$ cat src/rtl/core/wbst_pkg.sv
// Shared types, codes and signature tables of the beacon signature tracker.
package wbst_pkg;

    localparam int NAME_MAX_DEF   = 32;
    localparam int WINDOW_LEN_DEF = 12;

    localparam int HIT_SLOTS = 8;
    localparam int SLOT_W    = $clog2(HIT_SLOTS);
    localparam int CNT_W     = $clog2(HIT_SLOTS + 1);
    localparam int ADDR_W    = 48;
    localparam int PFX_W     = 24;
    localparam int HITS_W    = 16;
    localparam int TOTAL_W   = 32;

    // longest name signature, in bytes
    localparam int SIG_LEN    = 12;
    localparam int FIXED_PATS = 5;
    localparam int BODY_PATS  = 9;
    localparam int FIXED_PFXS = 20;
    localparam int BODY_PFXS  = 3;

    localparam logic [7:0] CHAR_END    = 8'h00;
    localparam logic [7:0] CHAR_UP_A   = 8'h41;
    localparam logic [7:0] CHAR_UP_Z   = 8'h5A;
    localparam logic [7:0] CASE_OFFSET = 8'h20;

    typedef enum logic {
        REQ_CHAR  = 1'b0,
        REQ_CLEAR = 1'b1
    } t_req_type;

    typedef enum logic {
        KIND_FIXED = 1'b0,
        KIND_BODY  = 1'b1
    } t_cam_kind;

    typedef enum logic [1:0] {
        ST_NONE = 2'd0,
        ST_NEW  = 2'd1,
        ST_UPD  = 2'd2,
        ST_FULL = 2'd3
    } t_tbl_status;

    typedef struct packed {
        t_req_type          req_type;
        logic [7:0]         name_char;
        logic               char_last;
        logic [ADDR_W-1:0]  station_address;
        logic signed [7:0]  signal_strength;
        logic [31:0]        time_ms;
    } t_in_item;

    typedef struct packed {
        logic               matched;
        t_cam_kind          cam_type;
        t_tbl_status        table_status;
        logic [SLOT_W-1:0]  slot_index;
        logic [HITS_W-1:0]  slot_hits;
        logic [CNT_W-1:0]   entry_count;
        logic [TOTAL_W-1:0] total_found;
    } t_out_item;

    typedef struct packed {
        logic fixed_seen;
        logic body_seen;
    } t_name_flags;

    typedef struct packed {
        logic              hit;
        t_cam_kind         kind;
        logic [ADDR_W-1:0] address;
    } t_tbl_req;

    // Signature bytes, first character in the top byte, zero padded.
    localparam logic [SIG_LEN*8-1:0] FIXED_SIG [FIXED_PATS] = '{
        96'h666c6f63_6b000000_00000000,
        96'h66732065_78740000_00000000,
        96'h70696776_6973696f_6e000000,
        96'h70656e67_75696e00_00000000,
        96'h666c6f63_6b636100_00000000
    };
    localparam int FIXED_LEN [FIXED_PATS] = '{5, 6, 9, 7, 7};

    localparam logic [SIG_LEN*8-1:0] BODY_SIG [BODY_PATS] = '{
        96'h61786f6e_00000000_00000000,
        96'h62776376_69657765_72000000,
        96'h65766964_656e6365_00000000,
        96'h74617365_72000000_00000000,
        96'h6d6f746f_726f6c61_20627763,
        96'h76696576_75000000_00000000,
        96'h76333030_00000000_00000000,
        96'h76353030_00000000_00000000,
        96'h69627200_00000000_00000000
    };
    localparam int BODY_LEN [BODY_PATS] = '{4, 9, 8, 5, 12, 5, 4, 4, 3};

    localparam logic [PFX_W-1:0] FIXED_PFX [FIXED_PFXS] = '{
        24'h0017F2, 24'h001DC9, 24'h180F76, 24'h2002AF, 24'h24A43C,
        24'h2CCF67, 24'h34E894, 24'h3C5AB4, 24'h409F38, 24'h44D9E7,
        24'h482C6A, 24'h50C7BF, 24'h54AF97, 24'h5CBAEF, 24'h6038E0,
        24'h6C4008, 24'h703ACB, 24'h74DA38, 24'h788A20, 24'h7C1EB3
    };
    localparam logic [PFX_W-1:0] BODY_PFX [BODY_PFXS] = '{
        24'h0025DF, 24'h0017F2, 24'hB4E62D
    };

    // recent[8*k +: 8] is the k-th newest name byte.
    function automatic logic sig_hit(input logic [SIG_LEN*8-1:0] recent,
                                     input logic [SIG_LEN*8-1:0] sig,
                                     input int len);
        logic ok;
        ok = (len > 0);
        for (int j = 0; j < SIG_LEN; j++) begin
            if (j < len) begin
                if (recent[8*(len-1-j) +: 8] != sig[8*(SIG_LEN-1-j) +: 8]) begin
                    ok = 1'b0;
                end
            end
        end
        return ok;
    endfunction

endpackage

$ cat src/rtl/core/wbst_name_match.sv
// Name byte window, case folding and substring signature flags.
module wbst_name_match import wbst_pkg::*; #(
    parameter int NAME_MAX   = NAME_MAX_DEF,
    parameter int WINDOW_LEN = WINDOW_LEN_DEF
) (
    input  logic        i_clk,
    input  logic        i_rst_n,
    input  logic        i_take,
    input  logic        i_last,
    input  logic [7:0]  i_char,
    output t_name_flags o_flags
);

    localparam int TAKEN_W = $clog2(NAME_MAX + 1);

    logic [7:0]           r_win [WINDOW_LEN];
    logic [7:0]           n_win [WINDOW_LEN];
    logic [TAKEN_W-1:0]   r_taken;
    logic [TAKEN_W-1:0]   n_taken;
    logic                 r_ended;
    logic                 n_ended;
    t_name_flags          r_flags;
    logic                 open_slot;
    logic                 push;
    logic [7:0]           folded;
    logic [SIG_LEN*8-1:0] recent;
    logic                 fixed_hit;
    logic                 body_hit;

    always_comb begin
        open_slot = !r_ended && (r_taken < TAKEN_W'(NAME_MAX));
        push      = open_slot && (i_char != CHAR_END);
        folded    = ((i_char >= CHAR_UP_A) && (i_char <= CHAR_UP_Z)) ?
                    (i_char + CASE_OFFSET) : i_char;

        n_win[0] = folded;
        for (int k = 1; k < WINDOW_LEN; k++) begin
            n_win[k] = r_win[k-1];
        end
        for (int k = 0; k < SIG_LEN; k++) begin
            recent[8*k +: 8] = n_win[k];
        end

        fixed_hit = 1'b0;
        for (int p = 0; p < FIXED_PATS; p++) begin
            fixed_hit = fixed_hit | sig_hit(recent, FIXED_SIG[p], FIXED_LEN[p]);
        end
        body_hit = 1'b0;
        for (int p = 0; p < BODY_PATS; p++) begin
            body_hit = body_hit | sig_hit(recent, BODY_SIG[p], BODY_LEN[p]);
        end

        o_flags.fixed_seen = r_flags.fixed_seen | (push & fixed_hit);
        o_flags.body_seen  = r_flags.body_seen  | (push & body_hit);

        n_taken = push ? (r_taken + 1'b1) : r_taken;
        n_ended = r_ended | (open_slot && (i_char == CHAR_END));
    end

    always_ff @(posedge i_clk) begin
        if (!i_rst_n) begin
            for (int k = 0; k < WINDOW_LEN; k++) begin
                r_win[k] <= '0;
            end
            r_taken <= '0;
            r_ended <= 1'b0;
            r_flags <= '0;
        end else if (i_take) begin
            if (i_last) begin
                // record done: start the next name from scratch
                for (int k = 0; k < WINDOW_LEN; k++) begin
                    r_win[k] <= '0;
                end
                r_taken <= '0;
                r_ended <= 1'b0;
                r_flags <= '0;
            end else begin
                if (push) begin
                    r_win <= n_win;
                end
                r_taken <= n_taken;
                r_ended <= n_ended;
                r_flags <= o_flags;
            end
        end
    end

endmodule

$ cat config.mk
export PLATFORM = sky130hd
export DESIGN_NAME = wbst_name_match
export DESIGN_NICKNAME = d
export VERILOG_FILES = /design/src/rtl/core/wbst_pkg.sv /design/src/rtl/core/wbst_name_match.sv
export SDC_FILE = /design/constraint.sdc
export NUM_CORES = 1
export LEC_CHECK = 0
export BUFFER_PORTS_ARGS = -buffer_cell sky130_fd_sc_hd__buf_4
export CELL_PAD_IN_SITES_DETAIL_PLACEMENT = 0
export CELL_PAD_IN_SITES_GLOBAL_PLACEMENT = 1
export CORE_MARGIN = 5
export CORE_UTILIZATION = 52
export DETAILED_ROUTE_END_ITERATION = 12
export GPL_ROUTABILITY_DRIVEN = 0
export PLACE_DENSITY = 0.94
export SLEW_MARGIN = 0
export SYNTH_ARGS = -nofsm -noshare
export SYNTH_HDL_FRONTEND = slang
export SYNTH_SLANG_ARGS = --single-unit
$ cat constraint.sdc
create_clock -name i_clk -period 6.9 [get_ports i_clk]
set_input_delay 1.38 -clock i_clk [delete_from_list [all_inputs] [get_ports i_clk]]
set_output_delay 1.38 -clock i_clk [all_outputs]
set_load 0.005 [all_outputs]
# Yosys cells after proc, flatten, opt, wreduce, memory -nomap -nowiden
# Index checks and enable logic that the tools add are counted.
totals:
  reg_bits: 97
  in_bits: 12
  output_inout_bits: 2
  wordCells: 209
classes:
  addsub: 2
  order_cmp: 3
  eq_ne: 69
  n_mux: 94
  n_bitwise: 17
  reduce_logical: 9
ops:
  columns: ["cell", "n"]
  rows:
  - ["$ne A8 B7 Y1 const B", 64]
  - ["$mux W96", 2]
  - ["$mux W1", 88]
  - ["$ne A8 B6 Y1 const B", 5]
  - ["$or A1 B1 Y1", 15]
  - ["$mux W6", 2]
  - ["$add A8 B6 Y8 const B", 1]
  - ["$ge A8 B7 Y1 const B", 1]
  - ["$le A8 B7 Y1 const B", 1]
  - ["$logic_not A8 Y1", 1]
  - ["$mux W8", 1]
  - ["$reduce_bool A8 Y1", 1]
  - ["$add A6 B1 Y6 const B", 1]
  - ["$lt A6 B6 Y1 const B", 1]
  - ["$logic_and A1 B1 Y1", 4]
  - ["$and A1 B1 Y1", 2]
  - ["$mux W2", 1]
  - ["$reduce_and A2 Y1", 1]
  - ["$reduce_bool A2 Y1", 1]
  - ["$logic_not A1 Y1", 1]

# Depth between registers and ports, before layout
depth:
  word_depth: 21
  mapped_depth: 8
  ltp_nobuf: 6

# Worst setup path after synthesis
# No wires, ideal clock.
synth_timing:
  path_kind: "input to output"
  start: "in i_char[2]"
  end: "out o_flags[1] in the netlist's numbering"
  arrival_time_ns: 3.261
  required_time_ns: 5.520
  path_slack_ns: 2.259
  cell_stages: 6
  n_path_buf: 0
  cell_sequence: "or4b_1 > or4_1 > or4_1 > a211oi_1 > nor4_1 > o21bai_1"
synth_lines:
  columns: ["item", "line", "source"]
  rows:
  - ["start, declared", "wbst_name_match.sv:10", "input logic [7:0] i_char,"]
  - ["end, declared", "wbst_name_match.sv:11", "output t_name_flags o_flags"]

==> results.cfg <==
[outcome]
run_status = complete, no violations

[clocking]
post_cts_buffers = 0
cts_num_sinks = 97
root_buffer = clkbuf_8
clk_pin_slew_ns = 0.09
cts_resized = 0
hold_buffers = 0
clk_latency_ns = 0.36
cts_tree = built
htreeDepth = 3
cts_buffers = 9
cts_buffer_depth = 2

[global_route]
grt_antenna_before_repair = 0
gr-usage-all-layers_pct = 20.4
grt_max_degree = 93
grt-ovfl-total = 0
grt_pass1_vias = 3686
grt_pass1_wl_um = 18700

[finish]
fill_cells = 800
nNetsFinal = 513
multi_input_area_mm2 = 0.00253
register_area_mm2 = 0.00194
area_growth_pct = 7.08
drive_gt1_share_pct = 7.94
num_antenna_cells = 0
post-route-util_pct = 57.1

[synthesis]
synth-edff-count = 0
ys_seq_area_share_pct = 42.0
synthesis.nets = 525
yosysWarnings = 0
yosys-top-cells-area = dfxtp_1 (42%), a22oi_1 (14%), nor2b_1 (13%), clkbuf_1 (3.0%), nand4b_1 (2.1%)
synth_top_cells_by_count = dfxtp_1 (97), nor2b_1 (94), a22oi_1 (89), clkbuf_1 (37), nand2_1 (21)
synth_area_mm2 = 0.00463
synth_ff_type = dfxtp_1
synth_area_leader_cell = dfxtp_1
synth_top_area_share_pct = 42.0
syn_area_per_cell_um2 = 9.06
async_flop_share_pct = 0
synth_most_common_cell = dfxtp_1
ys_types = 48
ys_ff_latch = 97
synth_cells = 511

[floorplanning]
dieWidth_um = 104
ios = 14
die_height_um = 104
initial_core_util_pct = 53.3
die_area_mm2 = 0.0109
core_area_mm2 = 0.00868
rows = 34

[timing]
skew_ns = 0.00772
fin_crit_ns = 5.00
setup_viol = 0
drv_slew = 0
hold_viol = 0
hold_slack_ns = 0.461
max-slew-margin-rel_pct = 38.7
rsz0062_at_grt = false
max_clock_freq_mhz = 200
fin_tns_setup_ns = 0
worstMarginPinSlew_ns = 0.916
min_period_over_period_pct = 72.5

[route]
viasPerCell = 6.62
first_pass_iters = 7
drt-total-wl_um = 11500
route.vias.total = 4054
wl_per_cell_um = 18.7
drtIter0Drc = 471
ant_nets = 0
drc = 0

[min_path]
hp-class = flop to flop

[run]
drv_cap = 0

[setup_path]
critPathLaunchType = input port
crit_path_end_kind = output pin
worstPathRequired_ns = 5.52
cp_max_fo = 8
crit_type = input port to output pin
arrival_ns = 3.62

[power]
leakage_nw = 1.45
peakVddDrop_mv = 0.115
power_density_mw_per_mm2 = 205

[place]
dp_hpwl_um = 7780
port_buffers = 13
[cell type report]
cell class,count,area share (%)
Tap cell,108,2.73
Sequential cell,97,39.2
Timing Repair Buffer,15,2.27
Clock buffer,9,2.50
Multi-Input combinational cell,370,51.1
Clock inverter,7,1.74
Inverter,6,0.454
[worst max-delay path: stages]
cell,delay [ns]
buf_4,0.14
or4b_1,0.49
or4_1,0.44
or4_1,0.54
a211oi_1,0.25
nor4_1,0.12
o21bai_1,0.14
buf_4,0.12
[cells in the final DEF (no fill, tap or decap), drive strengths merged, types with 3 or more instances in the layout]
cell and count:
nand4b 11, o21ai 3, and4b 4, or4b 4
clkbuf 9, a22oi 89, nor4 14, nor2 16
nor4bb 6, nand4 15, nor2b 94, nand2b 6
xor2 3, or2 3, dfxtp 97, or3 3
nand2 21, buf 15, or4 7, clkinv 3
and3 4, nand3 7, nor4b 8, nor3 9
inv 9, o31ai 5, nand3b 7, o21bai 3
or4bb 5
[flip-flops by register name (all words and copies together), names as in the netlist]
name	cells
r_taken	6
r_flags	2
n_win	88
r_ended	1
[worst paths after layout]
kind	from	to	slack (ns)	cells after the start
setup reg to reg	r_taken[5]	n_win[56]	4.20	6
hold reg to reg	r_flags[1]	r_flags[1]	0.46	2
setup / recovery	i_char[2]	o_flags[1]	1.90	8
hold / removal	r_flags[1]	r_flags[1]	0.46	2
[power breakdown]
part	internal [mW]	switching (mW)	leakage [nW]
sequential	0.563	0.00552	0.782
clock	0.175	0.214	0.107
combinational	0.0230	0.0378	0.565
[cell families after synthesis]
group,synth area share [%]
compound gates,18.3
fa+ha+maj,0.541
xor+xnor,0.757
flops,42.0
buf+inv,3.57
simple gates,34.9
[routing by layer]
metal / GRT usage (%) / part of all wire (%) / vias up
li1: - / - / 1892
met5: 0 / 0 / -
met2: 29.5 / 44 / 191
met3: 5.65 / 8.4 / 40
met4: 6.75 / 2.4 / 0
met1: 29.2 / 45 / 1931
[through the flow]
stage | setup slack (ns) | instances | power (mW) | area [um^2]
detailed placement | 1.93 | 596 | 0.641 | 4750
finish | 1.90 | 612 | 1.02 | 4960
global route | 1.83 | 612 | 1.06 | 4960
CTS | 1.91 | 612 | 1.02 | 4960
global placement | 1.93 | 596 | 0.640 | 4750
floorplan | 2.26 | 511 | 0.622 | 4630
Note: power is estimated with default switching activity, not from simulation.
