$ cat src/rtl/core/wbst_pkg.sv
// Shared types, codes and signature tables of the beacon signature tracker.
package wbst_pkg;

    localparam int NAME_MAX_DEF   = 32;
    localparam int WINDOW_LEN_DEF = 12;

    localparam int HIT_SLOTS = 8;
    localparam int SLOT_W    = $clog2(HIT_SLOTS);
    localparam int CNT_W     = $clog2(HIT_SLOTS + 1);
    localparam int ADDR_W    = 48;
    localparam int PFX_W     = 24;
    localparam int HITS_W    = 16;
    localparam int TOTAL_W   = 32;

    // longest name signature, in bytes
    localparam int SIG_LEN    = 12;
    localparam int FIXED_PATS = 5;
    localparam int BODY_PATS  = 9;
    localparam int FIXED_PFXS = 20;
    localparam int BODY_PFXS  = 3;

    localparam logic [7:0] CHAR_END    = 8'h00;
    localparam logic [7:0] CHAR_UP_A   = 8'h41;
    localparam logic [7:0] CHAR_UP_Z   = 8'h5A;
    localparam logic [7:0] CASE_OFFSET = 8'h20;

    typedef enum logic {
        REQ_CHAR  = 1'b0,
        REQ_CLEAR = 1'b1
    } t_req_type;

    typedef enum logic {
        KIND_FIXED = 1'b0,
        KIND_BODY  = 1'b1
    } t_cam_kind;

    typedef enum logic [1:0] {
        ST_NONE = 2'd0,
        ST_NEW  = 2'd1,
        ST_UPD  = 2'd2,
        ST_FULL = 2'd3
    } t_tbl_status;

    typedef struct packed {
        t_req_type          req_type;
        logic [7:0]         name_char;
        logic               char_last;
        logic [ADDR_W-1:0]  station_address;
        logic signed [7:0]  signal_strength;
        logic [31:0]        time_ms;
    } t_in_item;

    typedef struct packed {
        logic               matched;
        t_cam_kind          cam_type;
        t_tbl_status        table_status;
        logic [SLOT_W-1:0]  slot_index;
        logic [HITS_W-1:0]  slot_hits;
        logic [CNT_W-1:0]   entry_count;
        logic [TOTAL_W-1:0] total_found;
    } t_out_item;

    typedef struct packed {
        logic fixed_seen;
        logic body_seen;
    } t_name_flags;

    typedef struct packed {
        logic              hit;
        t_cam_kind         kind;
        logic [ADDR_W-1:0] address;
    } t_tbl_req;

    // Signature bytes, first character in the top byte, zero padded.
    localparam logic [SIG_LEN*8-1:0] FIXED_SIG [FIXED_PATS] = '{
        96'h666c6f63_6b000000_00000000,
        96'h66732065_78740000_00000000,
        96'h70696776_6973696f_6e000000,
        96'h70656e67_75696e00_00000000,
        96'h666c6f63_6b636100_00000000
    };
    localparam int FIXED_LEN [FIXED_PATS] = '{5, 6, 9, 7, 7};

    localparam logic [SIG_LEN*8-1:0] BODY_SIG [BODY_PATS] = '{
        96'h61786f6e_00000000_00000000,
        96'h62776376_69657765_72000000,
        96'h65766964_656e6365_00000000,
        96'h74617365_72000000_00000000,
        96'h6d6f746f_726f6c61_20627763,
        96'h76696576_75000000_00000000,
        96'h76333030_00000000_00000000,
        96'h76353030_00000000_00000000,
        96'h69627200_00000000_00000000
    };
    localparam int BODY_LEN [BODY_PATS] = '{4, 9, 8, 5, 12, 5, 4, 4, 3};

    localparam logic [PFX_W-1:0] FIXED_PFX [FIXED_PFXS] = '{
        24'h0017F2, 24'h001DC9, 24'h180F76, 24'h2002AF, 24'h24A43C,
        24'h2CCF67, 24'h34E894, 24'h3C5AB4, 24'h409F38, 24'h44D9E7,
        24'h482C6A, 24'h50C7BF, 24'h54AF97, 24'h5CBAEF, 24'h6038E0,
        24'h6C4008, 24'h703ACB, 24'h74DA38, 24'h788A20, 24'h7C1EB3
    };
    localparam logic [PFX_W-1:0] BODY_PFX [BODY_PFXS] = '{
        24'h0025DF, 24'h0017F2, 24'hB4E62D
    };

    // recent[8*k +: 8] is the k-th newest name byte.
    function automatic logic sig_hit(input logic [SIG_LEN*8-1:0] recent,
                                     input logic [SIG_LEN*8-1:0] sig,
                                     input int len);
        logic ok;
        ok = (len > 0);
        for (int j = 0; j < SIG_LEN; j++) begin
            if (j < len) begin
                if (recent[8*(len-1-j) +: 8] != sig[8*(SIG_LEN-1-j) +: 8]) begin
                    ok = 1'b0;
                end
            end
        end
        return ok;
    endfunction

endpackage

$ cat src/rtl/core/wbst_hit_table.sv
// Detection table: address lookup, insert, saturating hit counts and total.
module wbst_hit_table import wbst_pkg::*; (
    input  logic      i_clk,
    input  logic      i_rst_n,
    input  logic      i_clr,
    input  logic      i_upd,
    input  t_tbl_req  i_req,
    output t_out_item o_res
);

    logic [ADDR_W-1:0]  r_addr [HIT_SLOTS];
    logic [HITS_W-1:0]  r_cnt  [HIT_SLOTS];
    logic [CNT_W-1:0]   r_filled;
    logic [CNT_W-1:0]   n_filled;
    logic [TOTAL_W-1:0] r_total;
    logic [TOTAL_W-1:0] n_total;
    logic               found;
    logic [SLOT_W-1:0]  found_idx;
    logic [HITS_W-1:0]  cur_cnt;
    logic [HITS_W-1:0]  new_cnt;
    logic [SLOT_W-1:0]  ins_idx;
    logic               full;
    logic               do_ins;

    always_comb begin
        found     = 1'b0;
        found_idx = '0;
        for (int i = 0; i < HIT_SLOTS; i++) begin
            if (!found && (CNT_W'(i) < r_filled) && (r_addr[i] == i_req.address)) begin
                found     = 1'b1;
                found_idx = SLOT_W'(i);
            end
        end
        cur_cnt = r_cnt[found_idx];
        new_cnt = (cur_cnt != {HITS_W{1'b1}}) ? (cur_cnt + 1'b1) : cur_cnt;
        full    = (r_filled == CNT_W'(HIT_SLOTS));
        ins_idx = r_filled[SLOT_W-1:0];
        do_ins  = i_req.hit && !found && !full;

        n_filled = do_ins ? (r_filled + 1'b1) : r_filled;
        n_total  = (do_ins && (r_total != {TOTAL_W{1'b1}})) ? (r_total + 1'b1) : r_total;

        o_res.matched     = i_req.hit;
        o_res.cam_type    = i_req.hit ? i_req.kind : KIND_FIXED;
        o_res.entry_count = n_filled;
        o_res.total_found = n_total;
        if (!i_req.hit) begin
            o_res.table_status = ST_NONE;
            o_res.slot_index   = '0;
            o_res.slot_hits    = '0;
        end else if (found) begin
            o_res.table_status = ST_UPD;
            o_res.slot_index   = found_idx;
            o_res.slot_hits    = new_cnt;
        end else if (full) begin
            o_res.table_status = ST_FULL;
            o_res.slot_index   = '0;
            o_res.slot_hits    = '0;
        end else begin
            o_res.table_status = ST_NEW;
            o_res.slot_index   = ins_idx;
            o_res.slot_hits    = HITS_W'(1);
        end
    end

    always_ff @(posedge i_clk) begin
        if (!i_rst_n) begin
            r_filled <= '0;
            r_total  <= '0;
        end else if (i_clr) begin
            r_filled <= '0;
            r_total  <= '0;
        end else if (i_upd) begin
            r_filled <= n_filled;
            r_total  <= n_total;
        end
    end

    // slot contents: only filled slots are ever compared or read
    always_ff @(posedge i_clk) begin
        if (i_upd && i_req.hit) begin
            if (found) begin
                r_cnt[found_idx] <= new_cnt;
            end else if (!full) begin
                r_addr[ins_idx] <= i_req.address;
                r_cnt[ins_idx]  <= HITS_W'(1);
            end
        end
    end

endmodule

$ cat config.mk
export PLATFORM = sky130hd
export DESIGN_NAME = wbst_hit_table
export DESIGN_NICKNAME = d
export VERILOG_FILES = /design/src/rtl/core/wbst_pkg.sv /design/src/rtl/core/wbst_hit_table.sv
export SDC_FILE = /design/constraint.sdc
export NUM_CORES = 1
export LEC_CHECK = 0
export BUFFER_PORTS_ARGS = -buffer_cell sky130_fd_sc_hd__buf_2
export CAP_MARGIN = 20
export CORE_ASPECT_RATIO = 1.5
export CORE_MARGIN = 8
export CORE_UTILIZATION = 34
export CTS_CLUSTER_DIAMETER = 60
export DETAILED_ROUTE_END_ITERATION = 12
export GPL_ROUTABILITY_DRIVEN = 0
export HOLD_SLACK_MARGIN = 0.1
export PLACE_DENSITY = 0.58
export REMOVE_ABC_BUFFERS = 1
export SLEW_MARGIN = 25
export SYNTH_ARGS = -nofsm -noshare
export SYNTH_HDL_FRONTEND = slang
export SYNTH_SLANG_ARGS = --single-unit
$ cat constraint.sdc
create_clock -name i_clk -period 9.78 [get_ports i_clk]
set_input_delay 1.956 -clock i_clk [delete_from_list [all_inputs] [get_ports i_clk]]
set_output_delay 1.956 -clock i_clk [all_outputs]
set_load 0.005 [all_outputs]
Word-level counts from Yosys, hierarchy flattened --
Memory sizes are Yosys's and may differ from the RTL's. Cells that the tools add are included.
Storage, ports and cells: register bits 36, latch bits 0, bits in writable memories 512, memory bits (read-only) 0, input port bits 54, output and inout bits 59, memories 2
Operators by class: add/sub/neg operators 3, multipliers 0, divide/modulo/power cells 0, $lt $le $gt $ge 8, eq/ne operators 11, shift operators 0, mux-type cells 32, bitwise operators 1, reductions and logical operators 30
Memory list:
- r_addr | depth 8, width 48, rd ports 8, clocked after Yosys merged registers in 0, wr ports 1, line wbst_hit_table.sv:11 | logic [ADDR_W-1:0] r_addr [HIT_SLOTS];
- r_cnt | depth 8, width 16, rd ports 1, clocked after Yosys merged registers in 0, wr ports 1, line wbst_hit_table.sv:12 | logic [HITS_W-1:0] r_cnt [HIT_SLOTS];
Operators with widths (count):
- $eq A48 B48 Y1 | 8
- $mux W21 | 3
- $add A32 B1 Y32 const B | 1
- $mux W16 | 2
- $mux W32 | 1
- $ne A32 B32 Y1 const B | 1
- $mux W3 | 7
- $logic_and A1 B1 Y1 | 19
- $mux W1 | 18
- $add A16 B1 Y16 const B | 1
- $lt A3 B4 Y1 const A | 4
- $ne A16 B16 Y1 const B | 1
- $reduce_or A16 Y1 | 1
- $logic_not A1 Y1 | 9
- $lt A1 B4 Y1 const A | 2
- $lt A2 B4 Y1 const A | 2
- $add A4 B1 Y4 const B | 1
- $eq A4 B4 Y1 const B | 1
- $mux W4 | 1
- $reduce_or A2 Y1 | 1
- $not A1 Y1 | 1

Depth between registers and ports, before layout --
An unclocked memory read counts as a cell.
depth in word-level cells 37, mapped depth 20, depth with buffers taken out 16

Worst setup path before layout --
Ideal clock, no wire load.
path type in2reg, start point input i_req[9] (netlist bit), end point memory r_addr[4][0] (enable), setup time 590 ps, data arrival time 9102 ps, setup slack 87 ps, cell stages on the path 11, path through buf_2 -> xor2_1 -> nor4_1 -> nand4_1 -> or4_1 -> clkbuf_1 -> nand4_1 -> or4_1 -> nor2_1 -> nand2_1 -> nor4b_1
Between the ends: cells in the longest elaborated chain, start to end 34
Ends and longest elaborated chain:
- start: declaration | line wbst_hit_table.sv:7 | input t_tbl_req i_req,
- $eq A48 B48 Y1 | line wbst_hit_table.sv:29 | if (!found && (CNT_W'(i) < r_filled) && (r_addr[i] == i_req.address)) begin
- $logic_and A1 B1 Y1 | line wbst_hit_table.sv:29
- $mux W1 | line wbst_hit_table.sv:29
- $logic_not A1 Y1 | line wbst_hit_table.sv:29
- $logic_and A1 B1 Y1 (2 in series) | line wbst_hit_table.sv:29
- $mux W1 | line wbst_hit_table.sv:29
- $logic_not A1 Y1 | line wbst_hit_table.sv:29
- $logic_and A1 B1 Y1 (2 in series) | line wbst_hit_table.sv:29
- [14 not listed]
- $logic_and A1 B1 Y1 (2 in series) | line wbst_hit_table.sv:29
- $mux W1 | line wbst_hit_table.sv:29
- $logic_not A1 Y1 | line wbst_hit_table.sv:29
- $logic_and A1 B1 Y1 (2 in series) | line wbst_hit_table.sv:29
- $mux W1 (*) | line wbst_hit_table.sv:29
- $mux W1 (*) | line wbst_hit_table.sv:82 | if (found) begin
- $mux W1 (*) | line wbst_hit_table.sv:81 | if (i_upd && i_req.hit) begin
- $mux W1 (implied by the code) (*) | line wbst_hit_table.sv:85 | r_addr[ins_idx] <= i_req.address;
- end: declaration | line wbst_hit_table.sv:11
Mark *: on every way between the ends. The rest lies on a longest branch, timed or not.

==> metrics.txt <==
Pre-antenna DRT Iters 5; Max Buffers Root-to-Sink 3; DR top layer met4; Routed met2 length 42700 µm; Pwr Total 5.16 mW; die area 84400 µm²; multi-input logic area 9030 µm²; Max-slew headroom 0.327; I/O Pins 113; worst reg2reg setup slack 3.62 ns; Critical Path Source Type primary input; yosys warns 0; ys flop type edfxtp_1; GRT overflow 0; post-synth cell types 87; Routed WL per cell 26.3 µm; Chip Width 240 µm; reg2reg start r_filled[2]$_SDFFE_PP0P_; run status finished clean; Worst Setup EP o_res[40]; DRT antenna net count 0; Post-Syn Instances 1948; clock skew 0.0248 ns; clk slew on worst S/H paths 0.06 ns; Setup Total Neg Slack 0 ns; Initial Util 0.342; latest clock arrival within the worst-skew pair 0.61 ns; layout cells sized above 1 0.157; drc violations 0; Hold-fix buffers, CTS 0; Setup WS pre-CTS 0.334 ns; flops & latches, synth 548; HP Class flop to flop; maximum vdd drop 0.216 mV; syn_area_per_cell 13.1 µm²; Crit. Startpoint i_req[24]; fin crit share 0.975; synthesized area 25600 µm²; 1st-iter DRT viols 1380; hold depth 2; Setup CP Type primary input to output port; utilization after layout 0.396; hold_ws 0.525 ns; Power Dens Cells 174 nW/µm²; Final WS setup 0.248 ns; gr usage total 0.194; CP max FO 16; Buffers on Ports 112; Sink Count 548; Worst R2R End r_cnt[2][13]$_DFFE_PP_; Critical Path RT 7.82 ns; MaxCap Viol Count 0; area delta synth->final 15.9%; fin nets 2177; via/cell ratio 5.48; htree depth 2; wl on met1 31400 µm; worst-margin pin slew 1.00 ns; crit path DAT 7.58 ns; met3 routed WL 4270 µm; DIE HEIGHT 352 µm; reg2reg path depth 15; largest net degree at the start of global routing 49; row cnt 123; RSZ-0062 raised after global routing false; final wirelength 83300 µm; Clock Tree Root clkbuf_16; FMAX 105 MHz; core area 74800 µm²; Post-synth EDFFs 512; FF+latch area 16100 µm²; total setup buffers inserted after CTS 0; Max Slew Vio Count 0; Pleak 9.73 nW; post-DP HPWL 59200 µm; sequential cell area fraction in the yosys report 0.630; number of instances resized during post-cts repair 0; Async SR Flop Fraction 0; final setup fails 0; number of global-route vias before repair 17500; Fillers 7148; TritonCTS clock tree built; number of buffers created by CTS 54; first-pass GRT wire length 120000 µm; initial antenna violation count 1; Final min period 9.53 ns; Vias 17300; Fin. Hold Viols 0; Antenna Cells 0; crit path capture type output port
[layout by cell type (no fill, tap or decap), types with 10 or more instances in the layout]
| master | n |
|---|---|
| a21oi_1 | 37 |
| a31oi_1 | 10 |
| and3_1 | 16 |
| buf_2 | 112 |
| buf_4 | 90 |
| bufinv_16 | 11 |
| clkbuf_16 | 55 |
| clkinv_2 | 13 |
| dfxtp_1 | 36 |
| edfxtp_1 | 512 |
| inv_1 | 28 |
| mux2i_1 | 16 |
| nand2_1 | 86 |
| nand2b_1 | 31 |
| nand3_1 | 64 |
| nand4_1 | 84 |
| nor2_1 | 94 |
| nor2b_1 | 28 |
| nor3_1 | 43 |
| nor4_1 | 120 |
| o2111ai_1 | 10 |
| o21ai_0 | 23 |
| o22ai_1 | 10 |
| or3_1 | 10 |
| or4_1 | 17 |
| xnor2_1 | 145 |
| xor2_1 | 272 |
[cell usage after synthesis (all sizes together), types with 4 or more instances]
library cell	n	area share
o311ai	4	0.0014
nor2b	28	0.0069
o2111ai	10	0.0034
nand3b	4	0.0012
a22oi	6	0.0020
mux2	5	0.0022
dfxtp	36	0.028
a211oi	8	0.0023
and2	11	0.0027
nor2	96	0.014
edfxtp	512	0.60
o31ai	9	0.0039
xor2	272	0.093
o21bai	4	0.0013
nand2b	31	0.0076
mux2i	16	0.0063
a31oi	12	0.0034
nor3	52	0.010
inv	28	0.0041
and4	7	0.0024
a21o	4	0.0012
buf	61	0.013
or3	10	0.0024
nand2	86	0.013
or4	18	0.0054
o21ai	27	0.0053
nor4b	10	0.0034
nor3b	5	0.0015
nand4	85	0.021
and3	18	0.0048
a21oi	38	0.0076
clkbuf	26	0.0038
nor4	130	0.034
a22o	6	0.0021
ha	4	0.0020
nand3	64	0.013
xnor2	145	0.050
o22ai	11	0.0029
or2	7	0.0018
[stage by stage]
step           instance area (µm²)  cells
3_3_place_gp                 27700   3063
2_1_floorplan                25100   1861
3_5_place_dp                 27700   3063
5_1_grt                      29600   3163
4_1_cts                      29600   3163
6_report                     29600   3163
[power breakdown]
part	total [mW]	switching, mW	internal, mW
clock	2.25	0.926	1.32
sequential	2.59	0.00734	2.58
combinational	0.321	0.233	0.0876
[routing by layer]
metal	up-vias	track usage
li1	7693	-
met1	8734	0.223
met2	702	0.349
met3	217	0.0232
met4	0	0.104
met5	-	0
[kinds of logic (layout without fill, tap and decap cells)]
family / count (synthesis) / after routing / synth area share
AOI/OAI and AO/OA: 174 / 174 / 0.0488
xor gates and xnor gates: 417 / 417 / 0.143
adders and majority gates: 4 / 4 / 0.00196
buffers and inverters: 115 / 330 / 0.0209
DFF: 548 / 548 / 0.630
muxes: 21 / 21 / 0.00847
and+or+nand+nor: 669 / 669 / 0.147
[state kept, by name, summed over array words and instances, names as in the netlist]
| register | flops |
|---|---|
| r_addr | 384 |
| r_cnt | 128 |
| r_total | 32 |
| r_filled | 4 |
[area by class of cell]
| cell class | count | share of cell area |
|---|---|---|
| Sequential cell | 548 | 0.543 |
| Multi-Input combinational cell | 1285 | 0.305 |
| Clock buffer | 59 | 0.0470 |
| Tap cell | 1000 | 0.0422 |
| Timing Repair Buffer | 202 | 0.0417 |
| Clock inverter | 41 | 0.0174 |
| Inverter | 28 | 0.00355 |
[worst min path at each step]
stage / startpoint / endpoint / slack (ns)
after floorplan: r_total[18]$_SDFFE_PP0P_ / r_total[18]$_SDFFE_PP0P_ / 0.47
after global placement: r_total[18]$_SDFFE_PP0P_ / r_total[18]$_SDFFE_PP0P_ / 0.49
after detailed placement: r_total[18]$_SDFFE_PP0P_ / r_total[18]$_SDFFE_PP0P_ / 0.51
after CTS: r_total[12]$_SDFFE_PP0P_ / r_total[12]$_SDFFE_PP0P_ / 0.52
after global routing: r_total[12]$_SDFFE_PP0P_ / r_total[12]$_SDFFE_PP0P_ / 0.55
final: r_total[12]$_SDFFE_PP0P_ / r_total[12]$_SDFFE_PP0P_ / 0.53
[critical path, stage by stage]
cell and delay [ns]:
buf_2 0.50, xor2_1 0.30, nor4_1 0.87, nand4_1 0.26, or4_1 0.76, nand2_1 0.21, buf_4 0.22, nand2_1 0.23
o221a_2 0.39, o21ai_1 0.39, o21ai_1 0.27, or4_4 0.63, a21oi_1 0.28, nor2b_1 0.19, buf_2 0.13
Power figures use the tool's default switching activity.
